$ cat src/rtl/ebalu_pkg.sv
// shared types, opcodes and constants for the eight-bit cpu alu with flags
// no dependencies; imported by ebalu_core and the top level
package ebalu_pkg;

  // operation codes, values 18 to 31 are unused
  typedef enum logic [4:0] {
    OP_ADD   = 5'd0,
    OP_ADC   = 5'd1,
    OP_SUB   = 5'd2,
    OP_SBC   = 5'd3,
    OP_CP    = 5'd4,
    OP_AND   = 5'd5,
    OP_OR    = 5'd6,
    OP_XOR   = 5'd7,
    OP_INC   = 5'd8,
    OP_DEC   = 5'd9,
    OP_RR    = 5'd10,
    OP_RRA   = 5'd11,
    OP_SRL   = 5'd12,
    OP_SWAP  = 5'd13,
    OP_DAA   = 5'd14,
    OP_CPL   = 5'd15,
    OP_ADD16 = 5'd16,
    OP_ADDSP = 5'd17
  } alu_op_t;

  // flag bit positions
  localparam int unsigned FLAG_Z = 3;
  localparam int unsigned FLAG_N = 2;
  localparam int unsigned FLAG_H = 1;
  localparam int unsigned FLAG_C = 0;

  // decimal adjust constants
  localparam logic [7:0] DAA_LO     = 8'h06;
  localparam logic [7:0] DAA_HI     = 8'h60;
  localparam logic [3:0] DAA_NIB_MAX = 4'h9;
  localparam logic [7:0] DAA_BYTE_MAX = 8'h99;

  localparam int unsigned IN_TDATA_W  = 48;
  localparam int unsigned OUT_TDATA_W = 24;

  typedef struct packed {
    logic [3:0]  flags_in;
    logic [15:0] operand_b;
    logic [15:0] operand_a;
    logic [4:0]  operation;
  } alu_item_t;

  typedef struct packed {
    logic        writes_result;
    logic [3:0]  flags_out;
    logic [15:0] result;
  } alu_result_t;

  function automatic logic is_zero(input logic [7:0] v);
    return (v == 8'h00);
  endfunction

endpackage

$ cat src/rtl/eight_bit_cpu_alu_with_flags.sv
// top level of the eight-bit cpu alu with flags: stream ports, input and result registers
// depends on ebalu_pkg and ebalu_core
//
// usage
//   s_* carries one operation per beat: opcode, two operands and the incoming flags
//   m_* returns one beat per operation: result, new flags and the write mark
//   a beat moves on a rising edge where tvalid and tready are both high
// path
//   an accepted beat lands in the input register, the datapath works on it
//   combinationally and the result register presents it when it next loads,
//   which raises m_tvalid
// throughput
//   one beat per cycle while m_tready is high; the only work is a single pass
//   through the adders and muxes of ebalu_core between the two registers
// stalls
//   when m_tready is low the result register holds; an empty input register
//   still takes one more beat, then s_tready drops until the result side drains
// reset
//   rst clears both valid flags; no beat is in flight afterwards
module eight_bit_cpu_alu_with_flags (
  input  logic        clk,
  input  logic        rst,
  // input stream
  input  logic        s_tvalid,
  output logic        s_tready,
  // operation[4:0], operand_a[20:5], operand_b[36:21], flags_in[40:37], zero[47:41]
  input  logic [ebalu_pkg::IN_TDATA_W-1:0]  s_tdata,
  // result stream
  output logic        m_tvalid,
  input  logic        m_tready,
  // result[15:0], flags_out[19:16], writes_result[20], zero[23:21]
  output logic [ebalu_pkg::OUT_TDATA_W-1:0] m_tdata
);
  import ebalu_pkg::*;

  alu_item_t   item;
  logic        item_valid;
  alu_result_t core_res;
  alu_result_t out_q;
  logic        out_valid;
  logic        out_load;
  logic        in_load;

  // result register can load when empty or being drained this cycle
  assign out_load = !out_valid || m_tready;
  // input register can load when empty or passing its beat on
  assign in_load  = !item_valid || out_load;
  assign s_tready = in_load;

  // input register
  always_ff @(posedge clk) begin
    if (rst) begin
      item_valid <= 1'b0;
    end else if (in_load) begin
      item_valid <= s_tvalid;
    end
  end

  always_ff @(posedge clk) begin
    if (in_load && s_tvalid) begin
      item <= alu_item_t'(s_tdata[$bits(alu_item_t)-1:0]);
    end
  end

  ebalu_core u_core (
    .item (item),
    .res  (core_res)
  );

  // result register
  always_ff @(posedge clk) begin
    if (rst) begin
      out_valid <= 1'b0;
    end else if (out_load) begin
      out_valid <= item_valid;
    end
  end

  always_ff @(posedge clk) begin
    if (out_load && item_valid) begin
      out_q <= core_res;
    end
  end

  assign m_tvalid = out_valid;
  assign m_tdata  = {{(OUT_TDATA_W - $bits(alu_result_t)){1'b0}}, out_q};

endmodule

$ cat src/rtl/ebalu_core.sv
// combinational datapath of the alu: result, new flags and write mark
// depends on ebalu_pkg
module ebalu_core (
  input  ebalu_pkg::alu_item_t   item,
  output ebalu_pkg::alu_result_t res
);
  import ebalu_pkg::*;

  alu_op_t     op;
  logic [7:0]  a8, b8;
  logic        f_z, f_n, f_h, f_c;
  logic [8:0]  sum9;
  logic [8:0]  sub_s;
  logic [9:0]  diff10;
  logic [7:0]  adj;
  logic [7:0]  daa_r;
  logic [16:0] sum17;
  logic [15:0] sp_off, sp_sum, sp_x;
  logic [7:0]  r8;

  assign op  = alu_op_t'(item.operation);
  assign a8  = item.operand_a[7:0];
  assign b8  = item.operand_b[7:0];
  assign f_z = item.flags_in[FLAG_Z];
  assign f_n = item.flags_in[FLAG_N];
  assign f_h = item.flags_in[FLAG_H];
  assign f_c = item.flags_in[FLAG_C];

  // 8-bit adder, carry in only for adc
  assign sum9 = {1'b0, a8} + {1'b0, b8} + {8'h00, f_c & (op == OP_ADC)};

  // subtract with borrow out of the top of a 10-bit difference
  assign sub_s  = {1'b0, b8} + {8'h00, f_c & (op == OP_SBC)};
  assign diff10 = {2'b00, a8} - {1'b0, sub_s};

  always_comb begin
    adj = 8'h00;
    if (f_h || (!f_n && (a8[3:0] > DAA_NIB_MAX))) begin
      adj = adj | DAA_LO;
    end
    if (f_c || (!f_n && (a8 > DAA_BYTE_MAX))) begin
      adj = adj | DAA_HI;
    end
  end
  assign daa_r = f_n ? (a8 - adj) : (a8 + adj);

  assign sum17  = {1'b0, item.operand_a} + {1'b0, item.operand_b};
  assign sp_off = {{8{b8[7]}}, b8};
  assign sp_sum = item.operand_a + sp_off;
  assign sp_x   = item.operand_a ^ sp_off ^ sp_sum;

  always_comb begin
    r8  = 8'h00;
    res = '0;
    res.writes_result = 1'b1;
    unique case (op) inside
      OP_ADD, OP_ADC: begin
        r8 = sum9[7:0];
        res.flags_out = {is_zero(r8), 1'b0, a8[4] ^ b8[4] ^ sum9[4], sum9[8]};
      end
      OP_SUB, OP_SBC, OP_CP: begin
        r8 = diff10[7:0];
        res.flags_out = {is_zero(r8), 1'b1, a8[4] ^ b8[4] ^ diff10[4], diff10[9]};
        res.writes_result = (op != OP_CP);
      end
      OP_AND: begin
        r8 = a8 & b8;
        res.flags_out = {is_zero(r8), 1'b0, 1'b1, 1'b0};
      end
      OP_OR: begin
        r8 = a8 | b8;
        res.flags_out = {is_zero(r8), 3'b000};
      end
      OP_XOR: begin
        r8 = a8 ^ b8;
        res.flags_out = {is_zero(r8), 3'b000};
      end
      OP_INC: begin
        r8 = a8 + 8'h01;
        res.flags_out = {is_zero(r8), 1'b0, a8[3:0] == 4'hF, f_c};
      end
      OP_DEC: begin
        r8 = a8 - 8'h01;
        res.flags_out = {is_zero(r8), 1'b1, a8[3:0] == 4'h0, f_c};
      end
      OP_RR: begin
        r8 = {f_c, a8[7:1]};
        res.flags_out = {is_zero(r8), 2'b00, a8[0]};
      end
      OP_RRA: begin
        r8 = {f_c, a8[7:1]};
        res.flags_out = {3'b000, a8[0]};
      end
      OP_SRL: begin
        r8 = {1'b0, a8[7:1]};
        res.flags_out = {is_zero(r8), 2'b00, a8[0]};
      end
      OP_SWAP: begin
        r8 = {a8[3:0], a8[7:4]};
        res.flags_out = {is_zero(r8), 3'b000};
      end
      OP_DAA: begin
        r8 = daa_r;
        res.flags_out = {is_zero(r8), f_n, 1'b0, adj[5]};
      end
      OP_CPL: begin
        r8 = ~a8;
        res.flags_out = {f_z, 1'b1, 1'b1, f_c};
      end
      OP_ADD16: begin
        res.flags_out = {f_z, 1'b0,
                         item.operand_a[12] ^ item.operand_b[12] ^ sum17[12],
                         sum17[16]};
      end
      OP_ADDSP: begin
        res.flags_out = {2'b00, sp_x[4], sp_x[8]};
      end
      default: begin
        // unused codes pass the flags and write nothing
        res.flags_out     = item.flags_in;
        res.writes_result = 1'b0;
      end
    endcase
    if (op == OP_ADD16) begin
      res.result = sum17[15:0];
    end else if (op == OP_ADDSP) begin
      res.result = sp_sum;
    end else begin
      res.result = {8'h00, r8};
    end
  end

endmodule
$ cat config.mk
export PLATFORM = sky130hd
export DESIGN_NAME = eight_bit_cpu_alu_with_flags
export DESIGN_NICKNAME = d
export VERILOG_FILES = /design/src/rtl/ebalu_pkg.sv /design/src/rtl/eight_bit_cpu_alu_with_flags.sv /design/src/rtl/ebalu_core.sv
export SDC_FILE = /design/constraint.sdc
export NUM_CORES = 1
export LEC_CHECK = 0
export BUFFER_PORTS_ARGS = -buffer_cell sky130_fd_sc_hd__clkbuf_2
export CORE_MARGIN = 2
export CORE_UTILIZATION = 60
export CTS_CLUSTER_SIZE = 10
export DETAILED_ROUTE_END_ITERATION = 7
export PLACE_DENSITY = 0.93
export SLEW_MARGIN = 20
export SYNTH_ARGS = -nofsm -noshare
export SYNTH_HDL_FRONTEND = slang
export SYNTH_SLANG_ARGS = --single-unit
export TNS_END_PERCENT = 100
$ cat constraint.sdc
create_clock -name clk -period 4.4 [get_ports clk]
set_input_delay 0.22 -clock clk [delete_from_list [all_inputs] [get_ports clk]]
set_output_delay 0.22 -clock clk [all_outputs]
set_load 0.1 [all_outputs]
==> results.md <==
* Global-route wire length before repair at 28000 µm
* Min cycle time layout at 3.85 ns
* Vias/cell at 6.73
* Fin crit share at 87.4%
* Drt total wl at 18500 µm
* Hpwl dp at 14000 µm
* Worst r2r path cells at 12
* Worst setup margin at 0.553 ns
* GRT Overall Usage at 35.6%
* Setup CP Type: flop to flop
* Layout cells sized above 1 at 17.3%
* Worst reg-to-reg setup slack at 0.55 ns
* Critical path required time at 4.52 ns
* Clk buf depth at 2
* #FFs+latches synth at 64
* Port buffer count at 67
* Ys async rst share at 0%
* Antenna Cells at 0
* I/O pin total at 78
* Worst hold endpoint: m_tvalid
* Hold path cells at 2
* Skew-Pair Late Insertion Delay at 0.39 ns
* Net count, final at 822
* Worst R2R Start: item[4]
* EDFF count, synth at 62
* Initial DRC Count at 649
* Hold Path Class: input pin to flop
* Yosys warns at 0
* WHS at 0.00454 ns
* Worst-path maximum fanout at 3
* # setup viols final at 0
* Total CTS buffers at 9
* Max-capacitance violation count at 0
* Leak Pwr at 2.69 nW
* Post-CTS Resized at 0
* Pin count of the biggest net entering global routing at 42
* Clock sink count at 64
* Pwr/cell area at 311 mW/mm²
* Critical path cell sequence: nor2b_1, nand3b_1, or3_1, fa_1, ha_1, o21ai_0, a311oi_1, xor2_1, a22oi_1, nand3_1, a32oi_1, o22ai_1
* Cell row count at 36
* Total grt overflow at 0
* Area added between synthesis and finish at 11.0%
* Mapped Cells at 642
* CTS H-Tree Depth at 3
* Final Hold Viols at 0
* Die H at 103 µm
* CTS tree: done
* Gpl congestion at 1.04
* CP Launch Type: flop
* Buffers and inverters on the worst path at 0
* CP peak stage delay at 0.43 ns
* CP delay by family, top: compound AO/OA/AOI/OAI gates
* Dpl ws at 0.641 ns
* Initial antenna violation count at 0
* WP data arrival at 3.97 ns
* Vias in the first global route at 5390
* Worst-path clk slew at 0.08 ns
* Detailed Routing Iterations Pass 1 at 6
* Avg Inst Size Synth at 9.25 µm²
* Crit end category: flop
* Fmax at 0.260 GHz
* Worst hold start: rst
* Most common library cell in the layout ignoring fill and taps: clkbuf_2
* Clk_skew at 0.0131 ns
* Hold buffer count at cts at 2
* Root buffer cell: clkbuf_8
* Fin. max-slew vios at 0
* Status: complete, no violations
* Slowest CP cell: fa_1
* Worst slew margin at 34.9%
* Crit Reg-Reg Endpoint: m_tdata[5]
* Core Footprint at 0.00968 mm²
* Initial Util at 61.3%
* Most frequent cells in the layout: clkbuf_2, edfxtp_1, ha_1
* Top FF cell, synth: edfxtp_1
* Die width at 103 µm
* DRC errors left at 0
* RSZ-0062 raised after global routing: false
* Total number of vias at 5690
* Antenna Nets Post-Route at 0
* Worst Tran Pin Value at 0.977 ns
* Post-CTS setup buffers at 0
* Die ar. at 0.0107 mm²
* Synthesized cell area at 0.00594 mm²
* TNS Setup at 0 ns
* Seq/Total Area, Yosys at 32.0%
* VDD IR max at 399 µV
* Netlist cell types at 82
* Routed WL per cell at 21.9 µm
==> state kept, by name (all words and copies together) (netlist names) <==
name	cells
m_tvalid	1
m_tdata	21
item	41
item_valid	1
==> cells in the mapped netlist (4+ instances only) <==
library cell  number  area share, %
buf_2              8           0.67
clkbuf_8           9            2.1
a211oi_1           4           0.51
nor2b_1           13            1.4
xor2_1            13            1.9
a21oi_1           45            3.8
xnor2_1           30            4.4
nor4_1             9           0.95
nor2_1            44            2.8
nand2b_1           6           0.63
nand4_1            8           0.84
clkbuf_1          14           0.88
o22ai_1           12            1.3
and2_1             6           0.63
mux2i_1           11            1.9
buf_4              4           0.51
or3_1              6           0.63
a21o_1             8            1.0
a221oi_1           8            1.2
o21ai_0           37            3.1
edfxtp_1          62             31
ha_1              58             12
fa_1               5            1.7
o2111ai_1          5           0.74
a31oi_1           10            1.1
nand3_1           19            1.6
inv_1             32            2.0
or2_2              5           0.53
nor3_1            22            1.9
and3_1             8           0.84
nand2_1           43            2.7
nor3b_1            5           0.63
==> cells by family (layout without fill, tap and decap cells) <==
| logic type | count (synthesis) | after routing | share of synthesized area, % |
|---|---|---|---|
| muxes | 13 | 13 | 2.49 |
| DFF | 64 | 64 | 32.0 |
| xor gates and xnor gates | 44 | 44 | 6.72 |
| adders and majority gates | 63 | 63 | 13.9 |
| other | 1 | 3 | 0.0632 |
| and+or+nand+nor | 214 | 214 | 19.0 |
| buffers and inverters | 70 | 138 | 6.49 |
| AOI/OAI and AO/OA | 173 | 173 | 19.3 |
==> worst max path at each step <==
stage / start / endpoint / slack (ns) / cells after the start
finish: item[4] / m_tdata[5] / 0.55 / 12
global placement: item[4] / m_tdata[4] / 0.71 / 12
CTS: item[4] / m_tdata[4] / 0.65 / 12
global route: item[4] / m_tdata[6] / 0.36 / 12
floorplan: item[3] / m_tdata[19] / 0.66 / 12
detailed placement: item[4] / m_tdata[4] / 0.64 / 12
==> per-stage QoR <==
stage | area, µm² | power [mW] | utilization, % | std cells
floorplan | 5950 | 1.27 | - | 644
global placement | 6340 | 1.41 | 65.5 | 827
global route | 6590 | 2.12 | 68.1 | 845
finish | 6590 | 2.05 | 68.1 | 845
detailed placement | 6340 | 1.44 | 65.5 | 827
CTS | 6590 | 2.03 | 68.1 | 845
==> report_power, final <==
group / switching [mW] / internal (mW) / total (mW)
clock network: 0.273 / 0.325 / 0.598
logic: 0.471 / 0.244 / 0.715
registers: 0.0219 / 0.712 / 0.734
==> area by class of cell <==
cell class                 instances  area (µm²)
multi-input combinational        510        3670
fill                             745        3090
sequential                        64        1900
timing repair buffer              89         505
tap                              133         166
clock buffer                       9         124
inverter                          33         124
clock inverter                     7         105
==> layer usage <==
| layer | routed length [µm] | track usage, % |
|---|---|---|
| met1 | 7250 | 48.4 |
| met2 | 8230 | 54.0 |
| met3 | 2330 | 9.68 |
| met4 | 683 | 14.6 |
| met5 | 0 | 0 |
Note: power is estimated with default switching activity, not from simulation.
